## src/design/wti_pkg.sv

```systemverilog
// Shared types, constants and codes of the windowed trapezoid integrator.
`timescale 1ns / 1ps

package wti_pkg;

	// Ring depth and index width
	localparam int ENTRIES = 10;
	localparam int IDX_W   = $clog2(ENTRIES);

	// Field widths
	localparam int CMD_W    = 2;
	localparam int TIME_W   = 32;
	localparam int DIST_W   = 16;
	localparam int SAMPLE_W = 10;
	localparam int AREA_W   = 22;
	localparam int CFG_W    = 16;
	localparam int CFG_IDX_W = 2;

	// Pair sum and product widths
	localparam int AB_W   = SAMPLE_W + 1;
	localparam int PROD_W = AB_W + TIME_W;

	localparam logic [AREA_W-1:0] AREA_MAX = {AREA_W{1'b1}};

	// Reset values of the configuration registers
	localparam logic [CFG_W-1:0]    MIN_INTERVAL_RST = 16'd50;
	localparam logic [CFG_W-1:0]    WINDOW_RST       = 16'd1000;
	localparam logic [SAMPLE_W-1:0] SAMPLE_LIMIT_RST = 10'd1000;

	// Command codes
	localparam logic [CMD_W-1:0] CMD_ADD   = 2'd0;
	localparam logic [CMD_W-1:0] CMD_QUERY = 2'd1;
	localparam logic [CMD_W-1:0] CMD_CLEAR = 2'd2;

	// Configuration register indexes
	localparam logic [CFG_IDX_W-1:0] REG_MIN_INTERVAL = 2'd0;
	localparam logic [CFG_IDX_W-1:0] REG_WINDOW       = 2'd1;
	localparam logic [CFG_IDX_W-1:0] REG_SAMPLE_LIMIT = 2'd2;

	// Controller states
	typedef enum logic [2:0] {
		ST_IDLE,
		ST_WALK,
		ST_DRAIN1,
		ST_DRAIN2,
		ST_DONE
	} state_t;

	// Commands from controller to datapath
	typedef struct packed {
		logic add_en;
		logic clear_en;
		logic query_start;
		logic walk_step;
		logic pair_en;
	} ctl_t;

endpackage

```

## src/design/wti_ctrl.sv

```systemverilog
// Controller state machine of the windowed trapezoid integrator.
`timescale 1ns / 1ps

module wti_ctrl import wti_pkg::*; (
	input  logic             clk,
	input  logic             arst_n,
	input  logic             start,
	input  logic [CMD_W-1:0] command,
	output logic             busy,
	output logic             done,
	output ctl_t             ctl
);

	state_t           state_q, state_d;
	logic [IDX_W-1:0] cnt_q, cnt_d;

	// State and step counter
	always_ff @(posedge clk or negedge arst_n) begin
		if (!arst_n) begin
			state_q <= ST_IDLE;
			cnt_q   <= '0;
		end else begin
			state_q <= state_d;
			cnt_q   <= cnt_d;
		end
	end

	// Next state and datapath commands
	always_comb begin
		state_d = state_q;
		cnt_d   = cnt_q;
		busy    = 1'b1;
		done    = 1'b0;
		ctl     = '0;
		unique case (state_q)
			ST_IDLE: begin
				busy = 1'b0;
				if (start) begin
					unique case (command)
						CMD_ADD:   ctl.add_en = 1'b1;
						CMD_CLEAR: ctl.clear_en = 1'b1;
						CMD_QUERY: begin
							ctl.query_start = 1'b1;
							cnt_d           = '0;
							state_d         = ST_WALK;
						end
						default: ;
					endcase
				end
			end
			ST_WALK: begin
				// Read one entry per cycle; pairs begin with the second entry
				ctl.walk_step = 1'b1;
				ctl.pair_en   = (cnt_q != '0);
				cnt_d         = cnt_q + IDX_W'(1);
				if (cnt_q == IDX_W'(ENTRIES - 1)) begin
					state_d = ST_DRAIN1;
				end
			end
			ST_DRAIN1: state_d = ST_DRAIN2;
			ST_DRAIN2: state_d = ST_DONE;
			ST_DONE: begin
				done    = 1'b1;
				state_d = ST_IDLE;
			end
			default: state_d = ST_IDLE;
		endcase
	end

endmodule

```

## src/design/wti_datapath.sv

```systemverilog
// Sample ring, configuration registers and pair accumulation pipeline.
`timescale 1ns / 1ps

module wti_datapath import wti_pkg::*; (
	input  logic                 clk,
	input  logic                 arst_n,
	input  ctl_t                 ctl,
	input  logic [TIME_W-1:0]    now_ms,
	input  logic [DIST_W-1:0]    distance,
	input  logic                 cfg_we,
	input  logic [CFG_IDX_W-1:0] cfg_index,
	input  logic [CFG_W-1:0]     cfg_data,
	output logic [AREA_W-1:0]    area_sum
);

	logic [CFG_W-1:0]    min_interval_q;
	logic [CFG_W-1:0]    window_q;
	logic [SAMPLE_W-1:0] sample_limit_q;

	logic [SAMPLE_W-1:0] sample_q [ENTRIES];
	logic [TIME_W-1:0]   time_q [ENTRIES];
	logic [IDX_W-1:0]    wr_idx_q;
	logic [TIME_W-1:0]   last_accept_q;

	logic [IDX_W-1:0]    ptr_q;
	logic [TIME_W-1:0]   limit_q;
	logic [SAMPLE_W-1:0] prev_sample_q;
	logic [TIME_W-1:0]   prev_time_q;

	logic                pv_s1, pv_s2;
	logic [AB_W-1:0]     ab_s1;
	logic [TIME_W-1:0]   dt_s1;
	logic [PROD_W-1:0]   prod_s2;
	logic [AREA_W-1:0]   sum_q;

	logic [TIME_W-1:0]   earliest;
	logic                add_ok;
	logic [SAMPLE_W-1:0] clamped;
	logic [IDX_W-1:0]    wr_next;
	logic [IDX_W-1:0]    ptr_next;
	logic [SAMPLE_W-1:0] cur_sample;
	logic [TIME_W-1:0]   cur_time;
	logic                pair_ok;
	logic [AREA_W:0]     sum_wide;
	logic [AREA_W-1:0]   sum_next;

	// Interval test and clamp for add
	assign earliest = last_accept_q + TIME_W'(min_interval_q);
	assign add_ok   = (last_accept_q == '0) || (now_ms >= earliest);
	assign clamped  = (distance > DIST_W'(sample_limit_q)) ? sample_limit_q
		: distance[SAMPLE_W-1:0];
	assign wr_next  = (wr_idx_q == IDX_W'(ENTRIES - 1)) ? '0 : wr_idx_q + IDX_W'(1);
	assign ptr_next = (ptr_q == IDX_W'(ENTRIES - 1)) ? '0 : ptr_q + IDX_W'(1);

	// Current walk entry and pair qualification
	assign cur_sample = sample_q[ptr_q];
	assign cur_time   = time_q[ptr_q];
	assign pair_ok    = ctl.pair_en && (prev_time_q >= limit_q) && (cur_time > prev_time_q);

	// Saturating accumulate
	always_comb begin
		sum_wide = {1'b0, sum_q} + {1'b0, prod_s2[AREA_W-1:0]};
		if ((prod_s2 > PROD_W'(AREA_MAX)) || sum_wide[AREA_W]) begin
			sum_next = AREA_MAX;
		end else begin
			sum_next = sum_wide[AREA_W-1:0];
		end
	end

	// Configuration registers
	always_ff @(posedge clk or negedge arst_n) begin
		if (!arst_n) begin
			min_interval_q <= MIN_INTERVAL_RST;
			window_q       <= WINDOW_RST;
			sample_limit_q <= SAMPLE_LIMIT_RST;
		end else if (cfg_we) begin
			unique case (cfg_index)
				REG_MIN_INTERVAL: min_interval_q <= cfg_data;
				REG_WINDOW:       window_q <= cfg_data;
				REG_SAMPLE_LIMIT: sample_limit_q <= cfg_data[SAMPLE_W-1:0];
				default: ;
			endcase
		end
	end

	// Sample ring: add writes one slot, clear zeroes all slots
	always_ff @(posedge clk or negedge arst_n) begin
		if (!arst_n) begin
			for (int i = 0; i < ENTRIES; i++) begin
				sample_q[i] <= '0;
				time_q[i]   <= '0;
			end
			wr_idx_q      <= '0;
			last_accept_q <= '0;
		end else if (ctl.clear_en) begin
			for (int i = 0; i < ENTRIES; i++) begin
				sample_q[i] <= '0;
				time_q[i]   <= '0;
			end
		end else if (ctl.add_en && add_ok) begin
			sample_q[wr_idx_q] <= clamped;
			time_q[wr_idx_q]   <= now_ms;
			wr_idx_q           <= wr_next;
			last_accept_q      <= now_ms;
		end
	end

	// Walk pointer, age limit and previous entry
	always_ff @(posedge clk) begin
		if (ctl.query_start) begin
			ptr_q   <= wr_idx_q;
			limit_q <= now_ms - TIME_W'(window_q);
		end else if (ctl.walk_step) begin
			ptr_q         <= ptr_next;
			prev_sample_q <= cur_sample;
			prev_time_q   <= cur_time;
		end
	end

	// Pipeline valid flags
	always_ff @(posedge clk or negedge arst_n) begin
		if (!arst_n) begin
			pv_s1 <= 1'b0;
			pv_s2 <= 1'b0;
		end else begin
			pv_s1 <= ctl.walk_step && pair_ok;
			pv_s2 <= pv_s1;
		end
	end

	// Stage 1 operands, stage 2 product, then accumulate
	always_ff @(posedge clk) begin
		ab_s1   <= AB_W'(prev_sample_q) + AB_W'(cur_sample);
		dt_s1   <= cur_time - prev_time_q;
		prod_s2 <= ab_s1 * dt_s1;
		if (ctl.query_start) begin
			sum_q <= '0;
		end else if (pv_s2) begin
			sum_q <= sum_next;
		end
	end

	assign area_sum = sum_q;

endmodule

```

## src/design/windowed_trapezoid_integrator_core.sv

```systemverilog
// Top level of the windowed trapezoid integrator: controller, datapath and checks.
`timescale 1ns / 1ps
//
// Usage:
//   A command transfers at a rising edge with start high and busy low.
//   command selects add sample, query integral or clear store; now_ms is the
//   tick time of the command and distance the raw sample for add.
//   Add and clear finish at the transfer edge and produce no result; busy
//   stays low, so the next command may follow in the next cycle.
//   A query walks all ENTRIES ring entries one entry per cycle, then the
//   operand and multiplier stages fill. done pulses for one cycle with
//   area_sum valid; busy is high from the transfer until the cycle after
//   done, so no new command transfers while a query is in progress.
//   The receiver cannot stall: the result is taken in the done cycle.
//   Configuration is a plain write port (cfg_we, cfg_index, cfg_data),
//   written while busy is low and no query is in progress.
//   Reset (arst_n low) clears the ring, the write index, the last accept
//   time and the controller, and loads the register defaults.
//
module windowed_trapezoid_integrator_core import wti_pkg::*; (
	input  logic                 clk,
	input  logic                 arst_n,
	input  logic                 start,
	output logic                 busy,
	input  logic [CMD_W-1:0]     command,
	input  logic [TIME_W-1:0]    now_ms,
	input  logic [DIST_W-1:0]    distance,
	output logic                 done,
	output logic [AREA_W-1:0]    area_sum,
	input  logic                 cfg_we,
	input  logic [CFG_IDX_W-1:0] cfg_index,
	input  logic [CFG_W-1:0]     cfg_data
);

	ctl_t ctl;

	// Sequence the commands
	wti_ctrl u_ctrl (
		.clk     (clk),
		.arst_n  (arst_n),
		.start   (start),
		.command (command),
		.busy    (busy),
		.done    (done),
		.ctl     (ctl)
	);

	// Store samples and accumulate pairs
	wti_datapath u_datapath (
		.clk       (clk),
		.arst_n    (arst_n),
		.ctl       (ctl),
		.now_ms    (now_ms),
		.distance  (distance),
		.cfg_we    (cfg_we),
		.cfg_index (cfg_index),
		.cfg_data  (cfg_data),
		.area_sum  (area_sum)
	);

`ifndef NO_ASSERTIONS
	// A query transfer produces its result after a fixed latency
	a_query_latency: assert property (@(posedge clk) disable iff (!arst_n)
		(start && !busy && command == CMD_QUERY) |-> ##(ENTRIES + 3) done)
		else $error("query result not delivered at expected latency");

	// The result strobe lasts one cycle
	a_done_pulse: assert property (@(posedge clk) disable iff (!arst_n)
		done |=> !done)
		else $error("done held longer than one cycle");

	// Add and clear never start a walk
	a_no_walk_on_add: assert property (@(posedge clk) disable iff (!arst_n)
		(start && !busy && (command == CMD_ADD || command == CMD_CLEAR)) |=> !busy)
		else $error("add or clear made the block busy");
`endif

endmodule

```

## config.mk

```make
export PLATFORM = sky130hd
export DESIGN_NAME = windowed_trapezoid_integrator_core
export DESIGN_NICKNAME = d
export VERILOG_FILES = /design/src/design/wti_pkg.sv /design/src/design/wti_ctrl.sv /design/src/design/wti_datapath.sv /design/src/design/windowed_trapezoid_integrator_core.sv
export SDC_FILE = /design/constraint.sdc
export NUM_CORES = 2
export LEC_CHECK = 0
export BUFFER_PORTS_ARGS = -buffer_cell sky130_fd_sc_hd__clkbuf_2
export CAP_MARGIN = 20
export CORE_MARGIN = 10
export CORE_UTILIZATION = 36
export DETAILED_ROUTE_END_ITERATION = 6
export PLACE_DENSITY = 0.58
export SLEW_MARGIN = 30
export SYNTH_ARGS = -nofsm -noshare
export SYNTH_HDL_FRONTEND = slang
export SYNTH_SLANG_ARGS = --single-unit
```

## constraint.sdc

```tcl
create_clock -name clk -period 5.7 [get_ports clk]
set_input_delay 0.57 -clock clk [delete_from_list [all_inputs] [get_ports clk]]
set_output_delay 0.57 -clock clk [all_outputs]
set_load 0.005 [all_outputs]
```

# Word level (Yosys, flattened, before mapping)
# Cells that the tools add are included.
[word_totals]
reg_bits = 693
in_bits = 72
out_inout_bits = 24
elab_cells = 131
[classes]
addsub = 8
n_mul = 1
order_cmp = 8
n_eq_ne = 14
muxes = 37
bitwise = 4
reduce_logical = 22
[op_table]
columns = ["operator", "n"]
rows = [
  ["$mux W320", 2],
  ["$bwmux W320", 1],
  ["$mux W100", 2],
  ["$bmux W32 S4", 1],
  ["$demux W32 S4", 1],
  ["$bwmux W100", 1],
  ["$mux W32", 3],
  ["$ge A32 B32 Y1", 2],
  ["$gt A43 B22 Y1 const B", 1],
  ["$mul A11 B32 Y43", 1],
  ["$bmux W10 S4", 1],
  ["$demux W10 S4", 1],
  ["$mux W10", 4],
  ["$add A32 B16 Y32", 1],
  ["$gt A32 B32 Y1", 1],
  ["$logic_not A32 Y1", 1],
  ["$sub A32 B16 Y32", 1],
  ["$sub A32 B32 Y32", 1],
  ["$mux W4", 6],
  ["$add A22 B22 Y23", 1],
  ["$mux W22", 1],
  ["$gt A16 B10 Y1", 1],
  ["$mux W3", 5],
  ["$add A4 B1 Y4 const B", 3],
  ["25 further kinds", 51],
]

# Logic depth before layout (Yosys ltp)
[logic_depth]
depth_word = 8
ltp_mapped = 25

# By module
# From an unflattened synthesis, not the netlist that was laid out.
[hier_totals]
hier_cells = 4334
hier_area_um2 = 45771.4
[by_module_without_submodules]
columns = ["module", "instances", "cells_per_inst", "area_per_inst_um2", "seq_area_each_um2"]
rows = [
  ["wti_datapath", 1, 4289, 45312.2, 17035.1],
  ["wti_ctrl", 1, 45, 459.2, 175.2],
]

# Worst setup path before layout
# Ideal clock, no wire load.
[synth_path]
kind = "reg-to-reg"
start = "register u_datapath.ab_s1[5]"
end = "register u_datapath.prod_s2[35]"
setup_ns = 0.072
arrival_ns = 5.499
path_slack_ns = 0.129
stages_incl_launch_ff = 20
path_buffers = 1
path_cell_list = "dfxtp_1 -> clkbuf_1 -> nand2_1 -> fa_1 -> inv_1 -> fa_1 -> fa_1 -> fa_1 -> inv_1 -> fa_1 -> inv_1 -> ha_1 -> and3_1 -> a221oi_1 -> nor4b_1 -> o31ai_1 -> a21boi_0 -> o21ai_0 -> a31oi_1 -> xnor2_1"
[synth_via]
elab_chain_cells = 1
[synth_rtl]
columns = ["element", "line", "source"]
rows = [
  ["start: declaration", "wti_datapath.sv:31", "logic [AB_W-1:0] ab_s1;"],
  ["start signal: assignment", "wti_datapath.sv:133", "ab_s1 <= AB_W'(prev_sample_q) + AB_W'(cur_sample);"],
  ["$mul A11 B32 Y43", "wti_datapath.sv:135", "prod_s2 <= ab_s1 * dt_s1;"],
  ["end signal: assignment", "wti_datapath.sv:135", ""],
  ["end: declaration", "wti_datapath.sv:33", "logic [PROD_W-1:0] prod_s2;"],
]
# No other way between the ends.
# A chain may end at the register's enable or synchronous reset.

# Final worst setup path
[layout_path]
start = "register u_datapath.ab_s1[5]"
end = "register u_datapath.prod_s2[39]"
# Same word-level chain as after synthesis.

==> qor.yml <==
detailed_routing:
  drtPass1Iterations: 5
  wire_per_inst_um: 18.9
  ant_nets: 0
  vias: 33500
  post-route-drc-count: 0
  via_per_inst: 5.27
  routed_wl_mm: 121
  drt_iter0_drc: 2399
setup_path:
  worst_setup_path_start_kind: "register"
  cp_top_family: "adder cells"
  cp.arrival_ps: 6040
  worst-setup-path-type: "reg -> reg"
  crit_chain: "buf_12 > buf_6 > and2_1 > fa_1 > inv_1 > fa_1 > inv_1 > fa_1 > fa_1 > fa_1 > ha_1 > a21o_1 > a21o_1 > a21o_1 > a22o_1 > a311o_1 > a21oi_2 > o21bai_1 > a21oi_1 > xnor2_1"
  r2r_cells: 20
  crit_path_end_kind: "register"
  crit_top_cell: "fa_1"
  worstPathBufferInverterCount: 4
  worst_ep_required_time_ps: 6250
  slowest_delay_ps: 540
  crit_cells: 20
  crit_fanout: 18
  slowest_stage: "fa_1"
yosys:
  syn-num-nets: 5153
  synthMuxAreaShare_pct: 6.52
  synth_top_family_by_area: "adder cells"
  ys_seq_elements: 693
  synth_warnings: 0
  ys.flop_type: "dfrtp_1"
  synth.cell_area_um2: 45000
  synth_edf_count: 78
  postSynthAreaPerCell_um2: 9.88
  netlist_instances: 4553
  synth-simple-area-share_pct: 13.6
  seq_area_frac_synth_pct: 38.3
  synth_compound_area_share_pct: 13.2
  ys_types: 81
  synthAdderAreaFrac_pct: 19.3
  synthXorXnorAreaFrac_pct: 2.92
  synthArstFlopShare_pct: 73.2
die:
  initial_core_util_pct: 36.3
  num_rows: 129
  pin_count: 96
  dieArea_um2: 139000
  die_x_um: 373
  die_y_um: 373
  coreArea_um2: 124000
global_route:
  grt_overflow: 0
  grt_pass1_vias: 34600
  grt_max_degree: 200
  track_usage_pct: 17.0
  grt_pass1_wl_mm: 195
  antenna_found_initial: 0
cts:
  insertion_delay_ps: 670
  root_buffer: "clkbuf_16"
  cts_buffer_depth: 3
  cts_buffers: 81
  cts_tree: "yes"
  cts_num_sinks: 693
  h-tree-depth: 3
  cts.clk_slew.worst_paths_ps: 60
timing:
  finalMaxSlewViolations: 0
  worst_pin_slew_ps: 1000
  min_period_ps: 5480
  setup_tns_ps: 0
  skew_ps: 42.4
  setup_viol: 0
  relSlewSlack_pct: 31.3
  fin_crit_sh_pct: 96.2
  hold_viol_final: 0
  fmax_mhz: 182
worst_hold_path:
  hold_class: "in -> reg"
  hold_depth: 2
cells_and_area:
  nets: 5266
  drive_gt1_share_pct: 15.1
  final_common_cell: "o21ai_0"
  area_growth_pct: 15.0
  final_cell_mix: "o21ai_0 (585), dfrtp_1 (492), nand3_1 (464)"
  post-route-util_pct: 41.7
  final.fill_count: 12100
placed_design:
  dp_hpwl_mm: 87.1
  numPortBuffers: 95
  gp_congestion: 0.842
flow_run:
  maxCapViolations: 0
outcome:
  outcome: "complete, no violations"
-- cells in the mapped netlist (10+ instances only) --
library cell | instances | area, µm²
o21ai_0 | 593 | 2970
dfrtp_1 | 492 | 12300
nand3_1 | 465 | 2330
inv_1 | 423 | 1590
nand2_1 | 357 | 1340
fa_1 | 274 | 5490
ha_1 | 254 | 3180
clkbuf_1 | 231 | 867
a21oi_1 | 168 | 841
and2_1 | 166 | 1040
dfxtp_1 | 108 | 2160
xnor2_1 | 94 | 823
mux2_2 | 87 | 980
nor2_1 | 87 | 327
mux4_2 | 81 | 1820
edfxtp_1 | 78 | 2340
a21o_1 | 77 | 578
xor2_1 | 56 | 490
buf_2 | 52 | 260
a22oi_1 | 43 | 323
nand4_1 | 29 | 181
nor2b_1 | 24 | 150
nor3_1 | 23 | 115
o21a_1 | 23 | 173
nor4_1 | 21 | 131
and3_1 | 20 | 125
nand2b_1 | 20 | 125
o211ai_1 | 20 | 150
o21bai_1 | 16 | 120
dfstp_2 | 15 | 394
buf_1 | 14 | 52.6
mux2i_1 | 13 | 130
a21boi_0 | 10 | 75.1
-- through the flow --
stage	std cells	area, µm²	worst slack, ps	hold WS (ps)
after floorplan	4553	45000	129	274
after global placement	6201	48500	-264	336
after detailed placement	6203	48600	-304	335
after CTS	6350	51400	0.117	110
after global routing	6366	51700	-13.6	128
final	6367	51700	218	146
-- metal layers --
metal / vias to the layer above / track usage (%) / wire, µm
met2: 817 / 27.8 / 55900
met1: 16700 / 23.7 / 55700
met5: - / 0 / 0
met4: 0 / 3.89 / 2840
met3: 157 / 2.67 / 6120
li1: 15900 / - / -
-- repair_timing --
item | in CTS | in global routing
cloned | 0 | 2
pin swaps | 0 | 23
buffers inserted | 0 | 13
gates resized for setup | 8 | 54
hold buffers | 1 | 0
endpoints found under the hold margin | 56 | 0
setup endpoints to repair | 14 | 470
-- final cells by class --
cell class	instances	area, µm²	share of cell area, %
multi-input cells	3136	25200	48.7
clock buffers	115	2370	4.58
inverters	425	1600	3.09
repair buffers	329	2900	5.60
flip-flops and latches	693	17200	33.3
diodes	1	2.50	0.00484
well taps	1637	2050	3.96
clock inverters	31	424	0.820
-- logic make-up after synthesis --
| group | after synthesis |
|---|---|
| DFF | 693 |
| and+or+nand+nor | 1243 |
| AOI/OAI and AO/OA | 1034 |
| xor gates and xnor gates | 150 |
| adders and majority gates | 528 |
| muxes | 181 |
| buffers and inverters | 724 |
-- flip-flops by register name, summed over array words and instances (netlist names) --
| signal | flops |
|---|---|
| u_ctrl.cnt_q | 4 |
| u_ctrl.state_q | 3 |
| u_datapath.ab_s1 | 11 |
| u_datapath.area_sum | 22 |
| u_datapath.dt_s1 | 32 |
| u_datapath.last_accept_q | 32 |
| u_datapath.limit_q | 32 |
| u_datapath.min_interval_q | 16 |
| u_datapath.prev_sample_q | 10 |
| u_datapath.prev_time_q | 32 |
| u_datapath.prod_s2 | 43 |
| u_datapath.ptr_q | 4 |
| u_datapath.pv_s1 | 1 |
| u_datapath.pv_s2 | 1 |
| u_datapath.sample_limit_q | 10 |
| u_datapath.sample_q | 100 |
| u_datapath.time_q | 320 |
| u_datapath.window_q | 16 |
| u_datapath.wr_idx_q | 4 |
-- path summary, 6_finish.rpt --
path,from,to,slack (ps)
min,cfg_data[14],u_datapath.min_interval_q[14],150
max,u_datapath.ab_s1[5],u_datapath.prod_s2[39],220
max reg2reg,u_datapath.ab_s1[5],u_datapath.prod_s2[39],220
max in group asynchronous,arst_n,u_datapath.sample_q[57],3830
min reg2reg,u_datapath.pv_s1,u_datapath.pv_s2,350
min in group asynchronous,arst_n,u_datapath.time_q[211],460
Power is not shown: default switching activity piles up to over one toggle a cycle in this logic, so the estimate is an artifact.
